**config.mk**
```make
export PLATFORM = sky130hd
export DESIGN_NAME = utf8_to_utf16_transcoder_unit_flat
export DESIGN_NICKNAME = d
export VERILOG_FILES = /design/src/u8u16_pkg.sv /design/src/u8u16_if.sv /design/src/u8u16_decoder.sv /design/src/utf8_to_utf16_transcoder_unit.sv /design/src/flat_wrapper.sv
export SDC_FILE = /design/constraint.sdc
export NUM_CORES = 1
export LEC_CHECK = 0
export BUFFER_PORTS_ARGS = -buffer_cell sky130_fd_sc_hd__buf_2
export CAP_MARGIN = 20
export CORE_UTILIZATION = 57
export CTS_BUF_LIST = sky130_fd_sc_hd__clkbuf_2 sky130_fd_sc_hd__clkbuf_4 sky130_fd_sc_hd__clkbuf_8
export DETAILED_ROUTE_END_ITERATION = 16
export GPL_ROUTABILITY_DRIVEN = 0
export HOLD_SLACK_MARGIN = 0.15
export PLACE_DENSITY_LB_ADDON = 0.12
export SLEW_MARGIN = 10
export SYNTH_ARGS = -nofsm -noshare
export SYNTH_HDL_FRONTEND = slang
export SYNTH_SLANG_ARGS = --single-unit
```
**constraint.sdc**
```tcl
create_clock -name i_clk -period 3.55 [get_ports i_clk]
set_input_delay 0.355 -clock i_clk [delete_from_list [all_inputs] [get_ports i_clk]]
set_output_delay 0.355 -clock i_clk [all_outputs]
set_load 0.02 [all_outputs]
```
**src/u8u16_pkg.sv**
```systemverilog
// ============================================================================
// UTF-8 to UTF-16 transcoder package
// Shared result types and code point constants of the transcoder.
// ============================================================================
package u8u16_pkg;

    localparam int CODE_W = 21;
    localparam int UNIT_W = 16;

    localparam logic [UNIT_W-1:0] REPLACEMENT_CHAR = 16'hFFFD;
    localparam logic [CODE_W-1:0] SUPP_BASE        = 21'h10000;
    localparam logic [UNIT_W-1:0] SURR_HI_BASE     = 16'hD800;
    localparam logic [5:0]        SURR_LO_PREFIX   = 6'b110111;

    typedef struct packed {
        logic [UNIT_W-1:0] code_unit;
        logic              unit_valid;
        logic              string_end;
        logic              run_last;
    } t_result;

    typedef struct packed {
        logic [1:0] count;
        t_result    first;
        t_result    second;
    } t_dec_out;

endpackage

```
**src/u8u16_if.sv**
```systemverilog
// ============================================================================
// Transcoder stream interfaces
// Valid/ready channels for UTF-8 bytes in and UTF-16 code units out.
// ============================================================================
interface u8u16_in_if;
    logic       valid;
    logic       ready;
    logic [7:0] in_byte;
    logic       final_byte;

    modport source (output valid, output in_byte, output final_byte, input ready);
    modport sink (input valid, input in_byte, input final_byte, output ready);
endinterface

interface u8u16_out_if;
    logic        valid;
    logic        ready;
    logic [15:0] code_unit;
    logic        unit_valid;
    logic        string_end;
    logic        run_last;

    modport source (output valid, output code_unit, output unit_valid,
                    output string_end, output run_last, input ready);
    modport sink (input valid, input code_unit, input unit_valid,
                  input string_end, input run_last, output ready);
endinterface

```
**src/u8u16_decoder.sv**
```systemverilog
// ============================================================================
// UTF-8 sequence decoder
// Holds the sequence state and turns one byte into zero, one or two results.
// ============================================================================
module u8u16_decoder
    import u8u16_pkg::*;
(
    input  logic       i_clk,
    input  logic       i_rst_n,
    input  logic       i_accept,
    input  logic [7:0] i_byte,
    input  logic       i_final,
    output t_dec_out   o_dec
);

    logic [1:0]        r_bytes_left;
    logic [CODE_W-1:0] r_code_accum;
    logic              r_bad_sequence;

    logic [1:0]        n_bytes_left;
    logic [CODE_W-1:0] n_code_accum;
    logic              n_bad_sequence;

    logic              done;
    logic [CODE_W-1:0] code;
    logic [CODE_W-1:0] supp;
    t_result           unit_a;
    t_result           unit_b;
    logic [1:0]        count;

    always_comb begin
        n_bytes_left   = r_bytes_left;
        n_code_accum   = r_code_accum;
        n_bad_sequence = r_bad_sequence;
        done           = 1'b0;
        code           = '0;
        if (r_bytes_left == 2'd0) begin
            if (!i_byte[7]) begin
                code = {13'd0, i_byte};
                done = 1'b1;
            end else if (i_byte[7:5] == 3'b110) begin
                n_code_accum   = {16'd0, i_byte[4:0]};
                n_bytes_left   = 2'd1;
                n_bad_sequence = 1'b0;
            end else if (i_byte[7:4] == 4'b1110) begin
                n_code_accum   = {17'd0, i_byte[3:0]};
                n_bytes_left   = 2'd2;
                n_bad_sequence = 1'b0;
            end else if (i_byte[7:3] == 5'b11110) begin
                n_code_accum   = {18'd0, i_byte[2:0]};
                n_bytes_left   = 2'd3;
                n_bad_sequence = 1'b0;
            end
        end else begin
            if (!r_bad_sequence) begin
                if (i_byte[7:6] != 2'b10) begin
                    n_bad_sequence = 1'b1;
                end else begin
                    n_code_accum = {r_code_accum[CODE_W-7:0], i_byte[5:0]};
                end
            end
            n_bytes_left = r_bytes_left - 2'd1;
            if (n_bytes_left == 2'd0) begin
                code = n_bad_sequence ? {5'd0, REPLACEMENT_CHAR} : n_code_accum;
                done = 1'b1;
            end
        end
    end

    assign supp = code - SUPP_BASE;

    always_comb begin
        unit_a = '0;
        unit_b = '0;
        count  = 2'd0;
        if (done) begin
            unit_a.unit_valid = 1'b1;
            if (code[CODE_W-1:UNIT_W] == '0) begin
                unit_a.code_unit = code[UNIT_W-1:0];
                count            = 2'd1;
            end else begin
                unit_a.code_unit  = SURR_HI_BASE + {5'd0, supp[CODE_W-1:10]};
                unit_b.code_unit  = {SURR_LO_PREFIX, supp[9:0]};
                unit_b.unit_valid = 1'b1;
                count             = 2'd2;
            end
        end
        if (i_final && count == 2'd0) begin
            count = 2'd1;
        end
        if (count == 2'd2) begin
            unit_b.string_end = i_final;
            unit_b.run_last   = 1'b1;
        end else begin
            unit_a.string_end = i_final;
            unit_a.run_last   = 1'b1;
        end
    end

    assign o_dec.count  = count;
    assign o_dec.first  = unit_a;
    assign o_dec.second = unit_b;

    always_ff @(posedge i_clk) begin
        if (!i_rst_n) begin
            r_bytes_left   <= 2'd0;
            r_code_accum   <= '0;
            r_bad_sequence <= 1'b0;
        end else if (i_accept) begin
            if (i_final) begin
                r_bytes_left   <= 2'd0;
                r_code_accum   <= '0;
                r_bad_sequence <= 1'b0;
            end else begin
                r_bytes_left   <= n_bytes_left;
                r_code_accum   <= n_code_accum;
                r_bad_sequence <= n_bad_sequence;
            end
        end
    end

endmodule

```
**src/utf8_to_utf16_transcoder_unit.sv**
```systemverilog
// ============================================================================
// UTF-8 to UTF-16 transcoder
// Converts UTF-8 bytes to UTF-16 code units, one byte a cycle unless stalled.
// ============================================================================
// Usage:
// The input channel carries one UTF-8 byte per transfer, with final_byte set
// on the last byte of a string. The output channel carries one UTF-16 code
// unit per transfer, with string_end on the last result of a string and
// run_last on the last result caused by an input byte. A string whose last
// byte produces no unit closes with a bare end marker (unit_valid low).
// Each accepted byte is decoded in the cycle of its transfer and its results
// are written into a four-entry result queue, whose head drives the output.
// Input is taken whenever the queue holds at most two results, so one byte
// per cycle is sustained while the receiver keeps up; a surrogate pair
// occupies two output transfers and the queue absorbs it. When the receiver
// stalls, results stay in the queue and input stops once three are waiting.
// Reset clears the sequence state and empties the queue; no output is valid
// in the cycle after reset.
// ============================================================================
module utf8_to_utf16_transcoder_unit
    import u8u16_pkg::*;
(
    input  logic        i_clk,
    input  logic        i_rst_n,
    u8u16_in_if.sink    i_in,
    u8u16_out_if.source o_out
);

    localparam int QUEUE_DEPTH = 4;

    t_result    r_queue [QUEUE_DEPTH];
    logic [2:0] r_count;
    t_result    n_queue [QUEUE_DEPTH];
    logic [2:0] n_count;

    logic       accept;
    logic       pop;
    logic [2:0] base;
    t_dec_out   dec;

    assign i_in.ready = (r_count < 3'(QUEUE_DEPTH - 1));
    assign accept     = i_in.valid && i_in.ready;
    assign pop        = (r_count != 3'd0) && o_out.ready;

    u8u16_decoder u_decoder (
        .i_clk   (i_clk),
        .i_rst_n (i_rst_n),
        .i_accept(accept),
        .i_byte  (i_in.in_byte),
        .i_final (i_in.final_byte),
        .o_dec   (dec)
    );

    always_comb begin
        base = r_count - {2'b00, pop};
        for (int i = 0; i < QUEUE_DEPTH; i++) begin
            if (pop && i < QUEUE_DEPTH - 1) begin
                n_queue[i] = r_queue[(i + 1) % QUEUE_DEPTH];
            end else begin
                n_queue[i] = r_queue[i];
            end
            if (accept && dec.count != 2'd0 && base == 3'(i)) begin
                n_queue[i] = dec.first;
            end
            if (accept && dec.count == 2'd2 && base + 3'd1 == 3'(i)) begin
                n_queue[i] = dec.second;
            end
        end
        n_count = accept ? base + {1'b0, dec.count} : base;
    end

    always_ff @(posedge i_clk) begin
        for (int i = 0; i < QUEUE_DEPTH; i++) begin
            r_queue[i] <= n_queue[i];
        end
    end

    always_ff @(posedge i_clk) begin
        if (!i_rst_n) begin
            r_count <= 3'd0;
        end else begin
            r_count <= n_count;
        end
    end

    assign o_out.valid      = (r_count != 3'd0);
    assign o_out.code_unit  = r_queue[0].code_unit;
    assign o_out.unit_valid = r_queue[0].unit_valid;
    assign o_out.string_end = r_queue[0].string_end;
    assign o_out.run_last   = r_queue[0].run_last;

endmodule

```
**src/flat_wrapper.sv**
```systemverilog
// flat-port wrapper written by rule: the top's interface ports become plain ports
module utf8_to_utf16_transcoder_unit_flat import u8u16_pkg::*;
  (i_clk, i_rst_n, i_in_valid, i_in_in_byte, i_in_final_byte, i_in_ready, o_out_valid, o_out_code_unit, o_out_unit_valid, o_out_string_end, o_out_run_last, o_out_ready);
  u8u16_in_if i_in_i ();
  u8u16_out_if o_out_i ();
  input  logic i_clk;
  input  logic i_rst_n;
  input wire logic [$bits(i_in_i.valid)-1:0] i_in_valid;
  input wire logic [$bits(i_in_i.in_byte)-1:0] i_in_in_byte;
  input wire logic [$bits(i_in_i.final_byte)-1:0] i_in_final_byte;
  output wire logic [$bits(i_in_i.ready)-1:0] i_in_ready;
  output wire logic [$bits(o_out_i.valid)-1:0] o_out_valid;
  output wire logic [$bits(o_out_i.code_unit)-1:0] o_out_code_unit;
  output wire logic [$bits(o_out_i.unit_valid)-1:0] o_out_unit_valid;
  output wire logic [$bits(o_out_i.string_end)-1:0] o_out_string_end;
  output wire logic [$bits(o_out_i.run_last)-1:0] o_out_run_last;
  input wire logic [$bits(o_out_i.ready)-1:0] o_out_ready;
  assign i_in_i.valid = i_in_valid;
  assign i_in_i.in_byte = i_in_in_byte;
  assign i_in_i.final_byte = i_in_final_byte;
  assign i_in_ready = i_in_i.ready;
  assign o_out_valid = o_out_i.valid;
  assign o_out_code_unit = o_out_i.code_unit;
  assign o_out_unit_valid = o_out_i.unit_valid;
  assign o_out_string_end = o_out_i.string_end;
  assign o_out_run_last = o_out_i.run_last;
  assign o_out_i.ready = o_out_ready;
  utf8_to_utf16_transcoder_unit u_core (.i_clk(i_clk), .i_rst_n(i_rst_n), .i_in(i_in_i), .o_out(o_out_i));
endmodule
```
==> results_dict.tcl <==
set metrics [dict create \
    run_status "finished clean" \
    cp_max_fo 27 \
    final_util_pct 65.5 \
    synthTopCellsByArea "sky130_fd_sc_hd__edfxtp_1, sky130_fd_sc_hd__dfxtp_1, sky130_fd_sc_hd__nand2_1" \
    min_path_type "input port to flip-flop" \
    maximum_number_of_pins_on_one_net_before_global_route_repair 30 \
    grt_setup_unrepaired "false" \
    dieArea_sq_um 9410 \
    share_of_the_synthesized_area_in_the_top_cell_type_pct 42.0 \
    synthToLayoutAreaGrowth_pct 10.9 \
    rows 34 \
    yosysWarnings 0 \
    cpMostUsedCell "sky130_fd_sc_hd__ha_1" \
    globalRoute.totalOverflow 0 \
    multi_input_comb_area_sq_um 2330 \
    route.final.wire_length_um 12600 \
    finalClockSkew_ns 0.00947 \
    final.fill_count 687 \
    iteration_0_drc_count_of_the_detailed_router 364 \
    synth_sequential_area_ratio_pct 51.7 \
    post_drt_wl_per_cell_um 19.0 \
    floorplan.die.height_um 97.0 \
    timing.final.crit_period_ns 3.33 \
    first_global_vias 3908 \
    htree_levels 3 \
    final_layout_size_suffix_gt1_share_pct 16.4 \
    synth.ff_latch_count 97 \
    synth_enable_flop_cells 72 \
    chipWidth_um 97.0 \
    timing.final.crit_share_pct 93.8 \
    critPathCaptureType "flip-flop" \
    ys.flop_type "sky130_fd_sc_hd__edfxtp_1" \
    initial_core_util_pct 59.0 \
    input_output_buffers 33 \
    detailedPlacementHpwl_um 9540 \
    timing.critical_path.cells "or3_1 > nand2_2 > inv_1 > ha_1 > ha_1 > xor2_2 > inv_1 > ha_1 > nand3_2 > or4_1 > buf_6 > or2_2 > o211ai_1" \
    vias 4330 \
    drt-pass1-iter-count 6 \
    path_delay_family "simple AND/OR/NAND/NOR gates" \
    timing.slew.headroom_pct 33.0 \
    actual_slew_at_the_worst_max_slew_pin_ns 0.997 \
    clkSlewWorstSetupHoldPaths_ns 0.10 \
    stdcell_area_sq_um 5710 \
    mappedNetlistArea_sq_um 5150 \
    drtAntennaViolNets 0 \
    timing.setup.critical_path_class "flip-flop to flip-flop" \
    mappedNetlistNets 539 \
    pre_cts_ws_ns 0.144 \
    vias_per_inst 6.52 \
    required_ns 3.75 \
    pin_count 34 \
    total_leakage_power_nw 2.19 \
    maxCapViolCount 0 \
    fin_cells 664 \
    cts-root-to-sink-buffers 2 \
    ys_async_sr_fraction_pct 0 \
    yosys.area.top_type "sky130_fd_sc_hd__edfxtp_1" \
    cts_root_buf "sky130_fd_sc_hd__clkbuf_8" \
    number_of_antenna_violations_at_the_first_check_in_global_routing 0 \
    critical_path_arrival_ns 3.53 \
    final-hold-violation-count 0 \
    wire_length_of_the_first_global_routing_pass_um 20600 \
    synthesis.instances 521 \
    crit_path_top_delay_cell "sky130_fd_sc_hd__or4_1" \
    finalSetupViolCount 0 \
    cp_slowest_stage_delay_ns 0.53 \
    cts_made_buffers 9 \
    cts.sinks 97 \
    postPlaceCellArea_sq_um 5490 \
    peakVddDrop_v 0.000314 \
    tritoncts "built" \
    antenna_cells 0 \
    path_buf_inv 3 \
    area.sequential_sq_um 2660 \
    critPathLaunchType "flip-flop" \
    slew_viol_final 0 \
    clock.fmax_ghz 0.300 \
    postCtsSetupBuffers 0 \
    finish.net_count 569 \
    mean_post_synth_cell_area_sq_um 9.88 \
    netlist-cell-type-count 57 \
    number_of_cells_in_the_design_after_placement 648 \
    post-route-worst-setup-slack_ns 0.218 \
    power.density_nw_per_um2 719 \
    worstSkewPairLatency_ns 0.36 \
    global_route.usage.total_pct 28.0 \
    route.detailed.drc 0 \
    fp.coreArea_sq_um 8720 \
]
-- report_power, final --
group	leakage (nW)	switching, mW	internal, mW
registers	0.889	0.108	1.74
logic	1.20	0.979	0.524
clock network	0.102	0.414	0.338
-- placed cells by master (no fill, tap or decap), types with 12 or more instances in the layout --
cell / n
sky130_fd_sc_hd__a21oi_1: 28
sky130_fd_sc_hd__buf_4: 22
sky130_fd_sc_hd__o221ai_1: 12
sky130_fd_sc_hd__buf_2: 33
sky130_fd_sc_hd__o21ai_0: 19
sky130_fd_sc_hd__dfxtp_1: 25
sky130_fd_sc_hd__o211ai_1: 20
sky130_fd_sc_hd__edfxtp_1: 72
sky130_fd_sc_hd__nor2_1: 30
sky130_fd_sc_hd__nand2_1: 69
sky130_fd_sc_hd__nand3_1: 49
-- area by class of cell --
cell class | count | share of cell area [%]
flip-flops and latches | 97 | 46.6
multi-input cells | 377 | 40.7
repair buffers | 56 | 5.98
well taps | 108 | 2.37
clock buffers | 9 | 2.17
clock inverters | 7 | 1.47
inverters | 10 | 0.657
-- per-stage QoR --
stage	setup TNS (ns)	hold slack [ns]	power, mW
global route	0	0.252	4.34
finish	0	0.253	4.11
floorplan	-0.0203	0.459	2.95
global placement	0	0.481	3.29
detailed placement	0	0.490	3.35
CTS	0	0.249	4.09
-- flip-flops by register name (all words and copies together) (netlist names) --
register and count:
u_core.r_queue 76, u_core.u_decoder.r_bytes_left 2, u_core.u_decoder.r_code_accum 15, u_core.u_decoder.r_bad_sequence 1, u_core.r_count 3
-- layer usage --
layer | vias up | global-route usage [%] | wire (um)
met5 | - | 0 | 0
met4 | 0 | 9.64 | 235
met3 | 29 | 4.26 | 1080
met2 | 252 | 44.2 | 5900
met1 | 1991 | 39.6 | 5430
li1 | 2058 | - | -
-- cell usage after synthesis, types with 2 or more instances --
master                     count
sky130_fd_sc_hd__nor3_1       11
sky130_fd_sc_hd__nand4_1       5
sky130_fd_sc_hd__buf_2        18
sky130_fd_sc_hd__clkbuf_1     13
sky130_fd_sc_hd__dfxtp_1      25
sky130_fd_sc_hd__nor4_2        3
sky130_fd_sc_hd__and3b_1       2
sky130_fd_sc_hd__ha_1          4
sky130_fd_sc_hd__nor4_1        3
sky130_fd_sc_hd__a21boi_0      3
sky130_fd_sc_hd__o22a_1        5
sky130_fd_sc_hd__edfxtp_1     72
sky130_fd_sc_hd__a22o_1       11
sky130_fd_sc_hd__o211a_1       3
sky130_fd_sc_hd__nor2b_1       3
sky130_fd_sc_hd__nor3b_1       2
sky130_fd_sc_hd__a21oi_1      28
sky130_fd_sc_hd__mux2i_1      11
sky130_fd_sc_hd__a22oi_1       4
sky130_fd_sc_hd__o21ai_0      19
sky130_fd_sc_hd__o31ai_1       6
sky130_fd_sc_hd__nand2_1      71
sky130_fd_sc_hd__and3_1        3
sky130_fd_sc_hd__a31oi_1       6
sky130_fd_sc_hd__nand3_1      53
sky130_fd_sc_hd__nor2_1       31
sky130_fd_sc_hd__o22ai_1      11
sky130_fd_sc_hd__o211ai_1     20
sky130_fd_sc_hd__buf_1         4
sky130_fd_sc_hd__a211oi_1      3
sky130_fd_sc_hd__xnor2_1       2
sky130_fd_sc_hd__a211o_1       3
sky130_fd_sc_hd__inv_1         8
sky130_fd_sc_hd__o221ai_1     12
sky130_fd_sc_hd__or3_1         3
sky130_fd_sc_hd__or4_1         6
sky130_fd_sc_hd__o21a_1        3
sky130_fd_sc_hd__nand2b_1      5
sky130_fd_sc_hd__clkinv_1      2
sky130_fd_sc_hd__a32o_1        2
sky130_fd_sc_hd__or2_2         3
sky130_fd_sc_hd__and2_1        4
-- tightest hold or removal path, cell delays in order --
cell,delay (ns)
sky130_fd_sc_hd__buf_2,0.09
sky130_fd_sc_hd__mux2i_1,0.07
sky130_fd_sc_hd__nor2_1,0.07
-- worst paths after layout --
path | start | to | slack (ns) | depth (start not counted)
setup / recovery | u_core.r_count[2] | u_core.r_queue[2][7] | 0.22 | 13
hold / removal | i_in_in_byte[2] | u_core.u_decoder.r_code_accum[2] | 0.25 | 3
setup reg to reg | u_core.r_count[2] | u_core.r_queue[2][7] | 0.22 | 13
hold reg to reg | u_core.r_queue[3][16] | u_core.r_queue[3][16] | 0.51 | 2
-- repair_timing --
action                                  in CTS  in global routing
endpoints found under the setup margin       0                 53
gates resized for setup                      0                  4
hold endpoints to repair                     0                  0
hold buffers                                 0                  0
-- kinds of logic after synthesis --
group | Yosys count | synth area share, %
XOR/XNOR | 3 | 0.511
multiplexers | 11 | 2.14
flip-flops | 97 | 51.7
AND/OR/NAND/NOR | 213 | 20.3
adder cells (fa/ha/maj) | 5 | 1.36
AO/OA/AOI/OAI | 145 | 19.8
buffers and inverters | 47 | 4.08
Note: power is estimated with default switching activity, not from simulation.
